--- src/rtl/core/clrc_pkg.sv ---
// clrc_pkg: shared types and constants for the character LCD refresh controller.
// Holds request codes, register indexes, display command bytes and the sequencer state type.
// No dependencies.
`timescale 1ns / 1ps

package clrc_pkg;

  localparam int DEF_BUFFER_DEPTH = 32;

  // Request codes carried on in_req_type.
  localparam logic [2:0] REQ_TICK      = 3'd0;
  localparam logic [2:0] REQ_WRITE     = 3'd1;
  localparam logic [2:0] REQ_CLEAR     = 3'd2;
  localparam logic [2:0] REQ_RESET_POS = 3'd3;
  localparam logic [2:0] REQ_INIT      = 3'd4;
  localparam logic [2:0] REQ_FLAG      = 3'd5;

  // Configuration register indexes.
  localparam logic [1:0] CFG_MODE1       = 2'd0;
  localparam logic [1:0] CFG_MODE2       = 2'd1;
  localparam logic [1:0] CFG_SECOND_LINE = 2'd2;

  // Control flag selects.
  localparam logic [1:0] FLAG_BLINK   = 2'd0;
  localparam logic [1:0] FLAG_CURSOR  = 2'd1;
  localparam logic [1:0] FLAG_DISPLAY = 2'd2;

  // Reset values of the configuration registers.
  localparam logic [7:0] MODE1_RST       = 8'h08;
  localparam logic [7:0] MODE2_RST       = 8'h04;
  localparam logic [6:0] SECOND_LINE_RST = 7'd64;

  // Display command bytes and special characters.
  localparam logic [7:0] CMD_SET_ADDR     = 8'h80;
  localparam logic [7:0] CMD_FUNCTION_SET = 8'h20;
  localparam logic [7:0] CMD_DISPLAY_CTRL = 8'h08;
  localparam logic [7:0] CMD_CLEAR        = 8'h01;
  localparam logic [7:0] CMD_ENTRY_MODE   = 8'h06;
  localparam logic [3:0] WAKE_NIBBLE      = 4'h3;
  localparam logic [3:0] FOUR_BIT_NIBBLE  = 4'h2;

  localparam logic [7:0] SPACE_CHAR = 8'h20;
  localparam logic [7:0] CHAR_FF    = 8'h0c;
  localparam logic [7:0] CHAR_LF    = 8'h0a;
  localparam logic [7:0] CHAR_CR    = 8'h0d;

  // Last step of each nibble sequence.
  localparam logic [3:0] TICK_LAST_STEP = 4'd3;
  localparam logic [3:0] INIT_LAST_STEP = 4'd11;
  localparam logic [3:0] FLAG_LAST_STEP = 4'd1;

  typedef enum logic [3:0] {
    ST_IDLE = 4'b0001,
    ST_TICK = 4'b0010,
    ST_INIT = 4'b0100,
    ST_FLAG = 4'b1000
  } clrc_state_t;

endpackage

--- src/rtl/core/char_lcd_refresh_controller_core.sv ---
// Top level of the character LCD refresh controller: screen buffer memory, refresh
// position, control byte and the nibble sequencer. Depends on clrc_pkg.
//
//   channel   | handshake              | payload
//   ----------+------------------------+---------------------------------------------
//   request   | start, busy            | in_req_type, in_entry_index, in_entry_char,
//             |                        | in_flag_select, in_flag_value
//   result    | out_valid (strobe)     | out_reg_select, out_nibble, out_last
//   config    | cfg_valid, cfg_ready   | cfg_index, cfg_data
//
// A tick runs four sequencer steps, one per nibble, and a new transfer is taken only once
// busy is low again, since busy drops only after the final step. Init and set flag also run
// the sequencer; write, clear and reset-position requests leave busy low.
// One nibble leaves per cycle, each one registered, so the first nibble reaches the result
// ports through the sequencer state register and then the output registers.
// Reset (synchronous, active low) marks every buffer entry as a space through per-entry
// valid bits, so no clearing pass is needed. The receiver cannot stall results.
`timescale 1ns / 1ps

module char_lcd_refresh_controller_core
  import clrc_pkg::*;
#(
  parameter int BUFFER_DEPTH = DEF_BUFFER_DEPTH
) (
  input  logic       clk,
  input  logic       rst_n,
  input  logic       start,
  output logic       busy,
  input  logic [2:0] in_req_type,
  input  logic [4:0] in_entry_index,
  input  logic [7:0] in_entry_char,
  input  logic [1:0] in_flag_select,
  input  logic       in_flag_value,
  output logic       out_valid,
  output logic       out_reg_select,
  output logic [3:0] out_nibble,
  output logic       out_last,
  input  logic       cfg_valid,
  output logic       cfg_ready,
  input  logic [1:0] cfg_index,
  input  logic [7:0] cfg_data
);

  localparam int HALF  = BUFFER_DEPTH / 2;
  localparam int POS_W = $clog2(BUFFER_DEPTH);
  localparam int COL_W = (HALF > 1) ? $clog2(HALF) : 1;

  clrc_state_t state_r, state_nxt;
  logic [3:0]       step_r, step_nxt;
  logic [POS_W-1:0] pos_r, pos_nxt;
  logic [COL_W-1:0] col_r, col_nxt;
  logic [BUFFER_DEPTH-1:0] valid_r, valid_nxt;
  logic [7:0] disp_ctrl_r, disp_ctrl_nxt;
  logic [7:0] mode1_r;
  logic [7:0] mode2_r;
  logic [6:0] second_line_r;

  logic [7:0] mem [BUFFER_DEPTH];
  logic [7:0] rd_data_r;
  logic       rd_valid_r;
  logic [7:0] addr_cmd_r;

  logic       out_valid_r;
  logic       out_reg_select_r;
  logic [3:0] out_nibble_r;
  logic       out_last_r;

  logic accept;
  logic do_tick;
  logic do_write;
  logic [POS_W-1:0] wr_addr;
  logic [7:0] addr_sum;
  logic [7:0] chr;
  logic [7:0] seq_byte;
  logic       seq_rs;
  logic [3:0] raw_nib;
  logic       use_raw;
  logic       seq_last;
  logic [3:0] seq_nib;

  assign busy      = (state_r != ST_IDLE);
  assign cfg_ready = 1'b1;
  assign accept    = start && !busy;
  assign do_tick   = accept && (in_req_type == REQ_TICK);
  assign do_write  = accept && (in_req_type == REQ_WRITE) &&
                     (32'(in_entry_index) < BUFFER_DEPTH);
  assign wr_addr   = POS_W'(in_entry_index);

  // Display RAM address of the current position: the second row starts at second_line_r.
  assign addr_sum = ((pos_r >= POS_W'(HALF)) ? {1'b0, second_line_r} : 8'd0) + 8'(col_r);

  // Screen buffer: one write port for entry writes, one registered read for ticks.
  always_ff @(posedge clk) begin
    if (do_write) begin
      mem[wr_addr] <= in_entry_char;
    end
    if (do_tick) begin
      rd_data_r  <= mem[pos_r];
      rd_valid_r <= valid_r[pos_r];
      addr_cmd_r <= CMD_SET_ADDR | addr_sum;
    end
  end

  // Entries never written since the last clear read as spaces.
  assign chr = rd_valid_r ? rd_data_r : SPACE_CHAR;

  always_comb begin
    seq_byte = 8'd0;
    seq_rs   = 1'b0;
    raw_nib  = 4'd0;
    use_raw  = 1'b0;
    seq_last = 1'b0;
    case (state_r)
      ST_TICK: begin
        if (!step_r[1]) begin
          seq_byte = addr_cmd_r;
        end else if (chr == CHAR_FF) begin
          seq_byte = CMD_CLEAR;
        end else if (chr inside {CHAR_LF, CHAR_CR}) begin
          seq_byte = CMD_SET_ADDR | {1'b0, second_line_r};
        end else begin
          seq_byte = chr;
          seq_rs   = 1'b1;
        end
        seq_last = (step_r == TICK_LAST_STEP);
      end
      ST_INIT: begin
        case (step_r[3:1])
          3'd0, 3'd1: begin
            use_raw = 1'b1;
            raw_nib = (step_r == 4'd3) ? FOUR_BIT_NIBBLE : WAKE_NIBBLE;
          end
          3'd2:    seq_byte = CMD_FUNCTION_SET | mode1_r;
          3'd3:    seq_byte = CMD_DISPLAY_CTRL | mode2_r;
          3'd4:    seq_byte = CMD_CLEAR;
          3'd5:    seq_byte = CMD_ENTRY_MODE;
          default: seq_byte = 8'd0;
        endcase
        seq_last = (step_r == INIT_LAST_STEP);
      end
      ST_FLAG: begin
        seq_byte = disp_ctrl_r;
        seq_last = (step_r == FLAG_LAST_STEP);
      end
      default: seq_byte = 8'd0;
    endcase
    // Bytes go out high nibble first, on the even step.
    seq_nib = use_raw ? raw_nib : (step_r[0] ? seq_byte[3:0] : seq_byte[7:4]);
  end

  always_comb begin
    state_nxt     = state_r;
    step_nxt      = step_r;
    pos_nxt       = pos_r;
    col_nxt       = col_r;
    valid_nxt     = valid_r;
    disp_ctrl_nxt = disp_ctrl_r;
    if (busy) begin
      step_nxt = step_r + 4'd1;
      if (seq_last) begin
        state_nxt = ST_IDLE;
      end
    end else if (accept) begin
      step_nxt = 4'd0;
      case (in_req_type)
        REQ_TICK: begin
          state_nxt = ST_TICK;
          if (pos_r == POS_W'(BUFFER_DEPTH - 1)) begin
            pos_nxt = '0;
            col_nxt = '0;
          end else begin
            pos_nxt = pos_r + 1'b1;
            col_nxt = (col_r == COL_W'(HALF - 1)) ? '0 : col_r + 1'b1;
          end
        end
        REQ_WRITE: begin
          if (do_write) begin
            valid_nxt[wr_addr] = 1'b1;
          end
        end
        REQ_CLEAR: begin
          valid_nxt = '0;
          pos_nxt   = '0;
          col_nxt   = '0;
        end
        REQ_RESET_POS: begin
          pos_nxt = '0;
          col_nxt = '0;
        end
        REQ_INIT: begin
          state_nxt     = ST_INIT;
          valid_nxt     = '0;
          pos_nxt       = '0;
          col_nxt       = '0;
          disp_ctrl_nxt = CMD_DISPLAY_CTRL | mode2_r;
        end
        REQ_FLAG: begin
          state_nxt = ST_FLAG;
          case (in_flag_select)
            FLAG_BLINK:   disp_ctrl_nxt[0] = in_flag_value;
            FLAG_CURSOR:  disp_ctrl_nxt[1] = in_flag_value;
            FLAG_DISPLAY: disp_ctrl_nxt[2] = in_flag_value;
            default:      state_nxt = ST_IDLE;
          endcase
        end
        default: state_nxt = ST_IDLE;
      endcase
    end
  end

  always_ff @(posedge clk) begin
    if (!rst_n) begin
      state_r       <= ST_IDLE;
      step_r        <= 4'd0;
      pos_r         <= '0;
      col_r         <= '0;
      valid_r       <= '0;
      disp_ctrl_r   <= 8'd0;
      mode1_r       <= MODE1_RST;
      mode2_r       <= MODE2_RST;
      second_line_r <= SECOND_LINE_RST;
      out_valid_r   <= 1'b0;
    end else begin
      state_r     <= state_nxt;
      step_r      <= step_nxt;
      pos_r       <= pos_nxt;
      col_r       <= col_nxt;
      valid_r     <= valid_nxt;
      disp_ctrl_r <= disp_ctrl_nxt;
      out_valid_r <= busy;
      if (cfg_valid && cfg_ready) begin
        case (cfg_index)
          CFG_MODE1:       mode1_r       <= cfg_data;
          CFG_MODE2:       mode2_r       <= cfg_data;
          CFG_SECOND_LINE: second_line_r <= cfg_data[6:0];
          default:         ;
        endcase
      end
    end
  end

  always_ff @(posedge clk) begin
    out_reg_select_r <= seq_rs;
    out_nibble_r     <= seq_nib;
    out_last_r       <= seq_last;
  end

  assign out_valid      = out_valid_r;
  assign out_reg_select = out_reg_select_r;
  assign out_nibble     = out_nibble_r;
  assign out_last       = out_last_r;

`ifndef ASSERT_OFF
  // The sequencer only goes idle on the transfer that carries the final nibble.
  a_idle_after_last: assert property (@(posedge clk) disable iff (!rst_n)
    $fell(busy) |-> (out_valid && out_last))
    else $error("sequencer went idle without a final nibble");

  // Every result strobe comes from a cycle in which the sequencer was running.
  a_strobe_from_busy: assert property (@(posedge clk) disable iff (!rst_n)
    out_valid |-> $past(busy))
    else $error("result strobe without an active sequence");

  // A tick transfer always starts a nibble sequence.
  a_tick_starts: assert property (@(posedge clk) disable iff (!rst_n)
    (start && !busy && (in_req_type == REQ_TICK)) |=> busy)
    else $error("tick transfer did not start the sequencer");
`endif

endmodule
--- config.mk ---
export PLATFORM = sky130hd
export DESIGN_NAME = char_lcd_refresh_controller_core
export DESIGN_NICKNAME = d
export VERILOG_FILES = /design/src/rtl/core/clrc_pkg.sv /design/src/rtl/core/char_lcd_refresh_controller_core.sv
export SDC_FILE = /design/constraint.sdc
export NUM_CORES = 1
export LEC_CHECK = 0
export BUFFER_PORTS_ARGS = -buffer_cell sky130_fd_sc_hd__buf_2
export CAP_MARGIN = 30
export CORE_UTILIZATION = 45
export CTS_BUF_LIST = sky130_fd_sc_hd__clkbuf_2 sky130_fd_sc_hd__clkbuf_4 sky130_fd_sc_hd__clkbuf_8
export DETAILED_ROUTE_END_ITERATION = 12
export GPL_ROUTABILITY_DRIVEN = 0
export SYNTH_ARGS = -nofsm -noshare
export SYNTH_HDL_FRONTEND = slang
export SYNTH_SLANG_ARGS = --single-unit
--- constraint.sdc ---
create_clock -name clk -period 2.49 [get_ports clk]
set_input_delay 0.249 -clock clk [delete_from_list [all_inputs] [get_ports clk]]
set_output_delay 0.249 -clock clk [all_outputs]
set_load 0.01 [all_outputs]
# After elaboration in Yosys (flattened, before gate mapping)
# Memory sizes are Yosys's and may differ from the RTL's. A register that Yosys moved wholly into a read port is not among the register bits.
# Cells that the tools add are included.
dict set report op_classes {
  n_bitwise 4
  order_cmp 4
  n_shift 0
  reduce_logical 30
  div 0
  mul 0
  n_addsub 4
  mux 40
  eq_ne 32
}
# operator count
set ops {}
lappend ops {{$pmux 32 s2} 1}
lappend ops {{$mux 4} 11}
lappend ops {{$mux 32} 1}
lappend ops {{$mux 8} 4}
lappend ops {{$or 32x32->32} 1}
lappend ops {{$pmux 8 s4} 1}
lappend ops {{$eq 8x4->1 const B} 3}
lappend ops {{$pmux 8 s3} 1}
lappend ops {{$pmux 4 s4} 1}
lappend ops {{$reduce_and 4->1} 4}
lappend ops {{$eq 3x2->1 const B} 4}
lappend ops {{$eq 3x3->1 const B} 4}
lappend ops {{$eq 4x4->1 const B} 3}
lappend ops {{$lt 5x6->1 const B} 2}
lappend ops {{$reduce_or 3->1} 4}
lappend ops {{$mux 1} 11}
lappend ops {{$ne 2x1->1 const B} 5}
lappend ops {{$pmux 5 s2} 1}
lappend ops {{$reduce_bool 2->1} 5}
lappend ops {{$reduce_and 3->1} 3}
lappend ops {{$add 4x1->4 const B} 2}
lappend ops {{$eq 4x2->1 const B} 2}
lappend ops {{$pmux 4 s2} 1}
lappend ops {{$add 7x4->7} 1}
lappend ops {{other kinds (25)} 38}
dict set report totals {
  output_inout_bits 9
  input_bits 33
  ramBits 256
  mem_count 1
  elab_cells 133
  latch_bits 0
  register_bits 95
  mem_bits_ro 0
}
# name depth width read_ports rd_ports_with_merged_regs wr line_no
set memory_table {}
lappend memory_table {mem 32 8 1 1 1 char_lcd_refresh_controller_core.sv:58} ;# logic [7:0] mem [BUFFER_DEPTH];

# Longest topological paths before layout
dict set report depth {
  ltp_word 9
  mapped_depth 9
}

# Worst setup path after synthesis
# OpenSTA, ideal clock, no wires.
dict set report synth_path {
  path_kind {reg2reg}
  start {register state_r[1]}
  end {register col_r[3]}
  path_slack_ps 17
  path_stages_with_launch 7
  period_less_slack_ps 2473
  arrival_time_ps 2403
  setup_ps 70
  cell_sequence {dfxtp_1 > buf_2 > nor4b_4 > inv_2 > nor4b_4 > or4b_1 > a21oi_1}
}
dict set report synth_between {
  elab_chain_len 4
  word_cells_on_any_way 5
  classes_between {eq/ne: 1; bitwise: 1; reduce/logical: 3}
}
# item line_no
set synth_rtl {}
lappend synth_rtl {{start: declaration} char_lcd_refresh_controller_core.sv:48} ;# clrc_state_t state_r, state_nxt;
lappend synth_rtl {{start signal: assignment} char_lcd_refresh_controller_core.sv:224} ;# state_r <= state_nxt;
lappend synth_rtl {{$ne 4x1->1 *} char_lcd_refresh_controller_core.sv:81} ;# assign busy = (state_r != ST_IDLE);
lappend synth_rtl {{named net busy} char_lcd_refresh_controller_core.sv:28} ;# output logic busy,
lappend synth_rtl {{$logic_not 1->1} char_lcd_refresh_controller_core.sv:83} ;# assign accept = start && !busy;
lappend synth_rtl {{$logic_and 1x1->1} char_lcd_refresh_controller_core.sv:83}
lappend synth_rtl {{$reduce_and 3->1 (no line) *} n/a}
lappend synth_rtl {{end signal: assignment} char_lcd_refresh_controller_core.sv:227} ;# col_r <= col_nxt;
lappend synth_rtl {{end: declaration} char_lcd_refresh_controller_core.sv:51} ;# logic [COL_W-1:0] col_r, col_nxt;
# Mark *: on every way through the listed nets, which the timed path passes. The rest lies on a longest branch.
# A chain may end at the register's enable or synchronous reset.

# Worst setup path in the final report
dict set report layout_path {
  start {register rd_data_r[0], read port of mem}
  end {register out_nibble_r[2], in the netlist out_nibble[2]}
}
dict set report layout_between {
  elab_chain_len 9
  word_cells_on_any_way 11
  classes_between {eq/ne: 3; mux: 7; reduce/logical: 1}
}
# item line_no
set layout_rtl {}
lappend layout_rtl {{start: declaration} char_lcd_refresh_controller_core.sv:59} ;# logic [7:0] rd_data_r;
lappend layout_rtl {{$mux 8 *} char_lcd_refresh_controller_core.sv:105} ;# assign chr = rd_valid_r ? rd_data_r : SPACE_CHAR;
lappend layout_rtl {{$eq 8x4->1} char_lcd_refresh_controller_core.sv:119} ;# end else if (chr inside {CHAR_LF, CHAR_CR}) begin
lappend layout_rtl {{$reduce_bool 2->1} char_lcd_refresh_controller_core.sv:119}
lappend layout_rtl {{$mux 8} char_lcd_refresh_controller_core.sv:119}
lappend layout_rtl {{$mux 8 *} char_lcd_refresh_controller_core.sv:117} ;# end else if (chr == CHAR_FF) begin
lappend layout_rtl {{$mux 8 *} char_lcd_refresh_controller_core.sv:115} ;# if (!step_r[1]) begin
lappend layout_rtl {{$pmux 8 s3 *} char_lcd_refresh_controller_core.sv:113} ;# case (state_r)
lappend layout_rtl {{$mux 4 * (2 in series)} char_lcd_refresh_controller_core.sv:148} ;# seq_nib = use_raw ? raw_nib : (step_r[0] ? seq_byte[3:0] : seq_byte[7:4]);
lappend layout_rtl {{end signal: assignment} char_lcd_refresh_controller_core.sv:244} ;# out_nibble_r <= seq_nib;
lappend layout_rtl {{end: declaration} char_lcd_refresh_controller_core.sv:65} ;# logic [3:0] out_nibble_r;
# Every way passes the cells marked *; elsewhere a longest branch is shown, timed or not.

==> flow_summary.toml <==
[status]
run_status = "finished clean"

[timing]
final-setup-viol-count = 0
maxClockFrequency_ghz = 0.427
setup-tns-final_ns = 0
unrepaired_setup_endpoints_after_global_routing = "false"
worstMarginPinSlew_ns = 0.639
max-slew-margin-rel = 0.568
hold_violations = 0
finClkSkew_ns = 0.0283
finalCriticalPeriod_ns = 2.34
final.period_utilization = 0.941
final_max_slew_viol_count = 0

[drt]
wire_per_inst_um = 21.3
drt_first_iter_violations = 816
drt.antenna.violating_nets = 0
post-route-drc-count = 0
vias = 8480
drt_wl_total_um = 33300
avgViaCountPerCell = 5.41
drt_pre_antenna_iters = 5

[global_routing]
track_usage = 0.208
initial_antenna_violation_count = 0
global_route_wire_length_before_repair_um = 51800
global_route.overflow_total = 0
grt_pass1_vias = 8777
maximum_number_of_pins_on_one_net_before_global_route_repair = 34

[pwr]
vdd_ir_drop_max_v = 0.000494
power_per_cell_area_nw_per_um2 = 709
p_leak_uw = 0.00590

[floorplan]
dieArea_um2 = 33400
rows = 65
chipWidth_um = 183
coreArea_um2 = 31900
die_y_um = 183
initial_core_util = 0.461
io-pin-count = 42

[synth]
synth_area_per_cell_um2 = 15.5
area_share_of_the_largest_cell_type_after_synthesis = 0.555
complex_gate_fraction_of_the_synthesized_area = 0.0486
synth-main-ff-cell = "sky130_fd_sc_hd__edfxtp_1"
synthesis.nets = 990
mappedNetlistArea_um2 = 14700
synth.area.top_cells = "sky130_fd_sc_hd__edfxtp_1, sky130_fd_sc_hd__mux4_2, sky130_fd_sc_hd__dfxtp_1"
synth_unique_cells = 64
yosys_register_bits = 357
postSynth.asyncResetShare = 0
combinational_family_with_the_most_area_after_synthesis = "multiplexers"
synth.cells.most_frequent = "sky130_fd_sc_hd__edfxtp_1, sky130_fd_sc_hd__nor2_1, sky130_fd_sc_hd__mux4_2, sky130_fd_sc_hd__dfxtp_1, sky130_fd_sc_hd__nand2_1"
yosys.area_share.xor_xnor = 0.00655
yosysWarnings = 0
syn_inst = 947
ys_seq_area_frac = 0.671
synth-adder-area-share = 0.00902
synth_enable_flop_cells = 272
muxShareOfSynthArea = 0.160
post-synth-top-count-cell = "sky130_fd_sc_hd__edfxtp_1"
synth_area_leader_cell = "sky130_fd_sc_hd__edfxtp_1"
post_synth_and_or_nand_nor_area_fraction = 0.0859

[setup_path]
setup.worst_path.start_class = "flip-flop"
end_kind = "flip-flop"
critPathLaunch = "rd_data_r[0]"
critical_path_buf_inv_count = 0
worst_path_largest_cell_delay_ns = 0.53
regToRegStartpoint = "rd_data_r[0]"
timing.setup.critical_path_class = "flip-flop to flip-flop"
cp.arrival_ns = 2.80
cpLargestDelayFamily = "compound AO/OA/AOI/OAI gates"
crit_required_ns = 2.95
timing.critical_path.fanout_max = 5
cp_cell_sequence = "or3b_2 -> a211o_1 -> mux2i_1 -> o221a_2 -> a2111oi_1"
slowest_stage = "sky130_fd_sc_hd__or3b_2"

[clock_network]
cts_buffers = 57
clock_input_transition_at_the_sequential_cells_of_the_worst_setup_and_hold_paths_ns = 0.06
clockBufferDepth = 3
clk-insertion-delay-late_ns = 0.61
tritoncts_num_sinks = 357
clock_tree.htree_level_count = 2
ctsRootBufferMaster = "sky130_fd_sc_hd__clkbuf_8"
tritoncts = "yes"

[cells_and_area]
final_nets = 1132
multiInputGateArea_um2 = 4560
layout.filler_cells = 2640
drive_gt1_frac = 0.287
antennaDiodeCount = 0
layoutNonFillerInstCount = 1567
area_growth_from_synthesis_to_layout_pct = 17.2
sequential_cell_area_um2 = 9880

[place]
dpl.hpwl_um = 21400
placed_cells_incl_taps = 1453
place.port_buffers = 40

[min_path]
startpoint_of_the_tightest_hold_check_path = "in_req_type[1]"
timing.hold.worst.class = "input pin to flip-flop"

[job]
cap_viol_max_count = 0
==> path summary, 6_finish.rpt <==
| path | to | slack [ns] | cells past startpoint |
|---|---|---|---|
| worst max-delay path | out_nibble[2] | 0.15 | 5 |
| worst min-delay path | state_r[0] | 0.09 | 3 |
| worst max register to register | out_nibble[2] | 0.15 | 5 |
| worst min register to register | disp_ctrl_r[3] | 0.45 | 2 |
==> layout by cell type (no fill, tap or decap), types with 5 or more instances in the layout <==
cell,Yosys,routed
sky130_fd_sc_hd__a211oi_1,8,8
sky130_fd_sc_hd__nor2b_1,6,6
sky130_fd_sc_hd__buf_2,9,40
sky130_fd_sc_hd__xor2_1,6,6
sky130_fd_sc_hd__dlygate4sd3_1,0,12
sky130_fd_sc_hd__clkinv_1,1,9
sky130_fd_sc_hd__a21oi_1,60,60
sky130_fd_sc_hd__nand3b_1,6,6
sky130_fd_sc_hd__mux2i_1,29,29
sky130_fd_sc_hd__and2_1,11,11
sky130_fd_sc_hd__mux4_2,90,90
sky130_fd_sc_hd__xnor2_1,5,5
sky130_fd_sc_hd__nor3_1,5,5
sky130_fd_sc_hd__nand2_1,63,63
sky130_fd_sc_hd__nand3_1,14,14
sky130_fd_sc_hd__dfxtp_1,85,83
sky130_fd_sc_hd__ha_1,9,9
sky130_fd_sc_hd__o21a_1,5,5
sky130_fd_sc_hd__o21ai_0,18,18
sky130_fd_sc_hd__buf_4,1,72
sky130_fd_sc_hd__edfxtp_1,272,272
sky130_fd_sc_hd__buf_12,0,8
sky130_fd_sc_hd__inv_1,17,17
sky130_fd_sc_hd__nor2_1,119,119
sky130_fd_sc_hd__clkbuf_4,0,21
sky130_fd_sc_hd__clkbuf_8,0,65
sky130_fd_sc_hd__clkinv_2,0,5
==> cell families (layout without fill, tap and decap cells) <==
group	after synthesis	count (layout)
AOI/OAI and AO/OA	118	118
xor gates and xnor gates	11	11
adders and majority gates	10	10
buffers and inverters	68	253
DFF	357	357
muxes	122	122
other	1	1
and+or+nand+nor	260	260
==> cell type report <==
cell class                      instances  share of cell area
Multi-Input combinational cell        522               0.265
Timing Repair Buffer                  132              0.0592
Clock buffer                           86              0.0610
Tap cell                              435              0.0316
Inverter                               19             0.00413
Sequential cell                       357               0.573
Clock inverter                         16             0.00682
==> metrics by stage <==
| stage | hold WS, ns | worst slack (ns) | cell area, um2 | utilization | total power, uW |
|---|---|---|---|---|---|
| after global placement | 0.438 | 0.0996 | 16000 | 0.501 | 7290 |
| after detailed placement | 0.440 | 0.136 | 16000 | 0.501 | 7290 |
| after floorplan | 0.348 | 0.0168 | 14700 | - | 7020 |
| after global routing | 0.102 | 0.0738 | 17200 | 0.541 | 12700 |
| final | 0.0876 | 0.146 | 17200 | 0.541 | 12200 |
| after CTS | 0.0547 | 0.0828 | 17200 | 0.541 | 12400 |
==> state kept, by name (all words and copies together) (netlist names) <==
register        count
second_line_r       7
mode2_r             7
valid_r            32
rd_data_r           8
out_valid           1
mode1_r             7
pos_r               5
rd_valid_r          1
out_last            1
out_reg_select      1
disp_ctrl_r         8
mem               256
addr_cmd_r          7
state_r             4
step_r              4
out_nibble          4
col_r               4
==> metal layers <==
layer  track usage  vias to the layer above  wire length [um]
met5             0                        -                 0
met4        0.0653                        0               769
met3        0.0471                       56              1990
met2         0.325                      229             15400
met1         0.293                     4260             15200
li1              -                     3935                 -
==> power breakdown <==
group	internal [uW]	switching [uW]	total, uW
clock network	2800	2250	5060
registers	6440	35.2	6470
logic	308	394	703
==> tightest hold or removal path, delay by kind of cell <==
family          cells  cell delay [ns]
compound gates      2             0.19
buf+inv             1             0.20
==> repair_timing <==
item | 4_1_cts | 5_1_grt
endpoints found under the hold margin | 24 | 0
gates resized for setup | 0 | 1
setup endpoints to repair | 0 | 1
setup buffers | 0 | 0
hold buffers | 12 | 0
(Power assumes the default switching activity.)
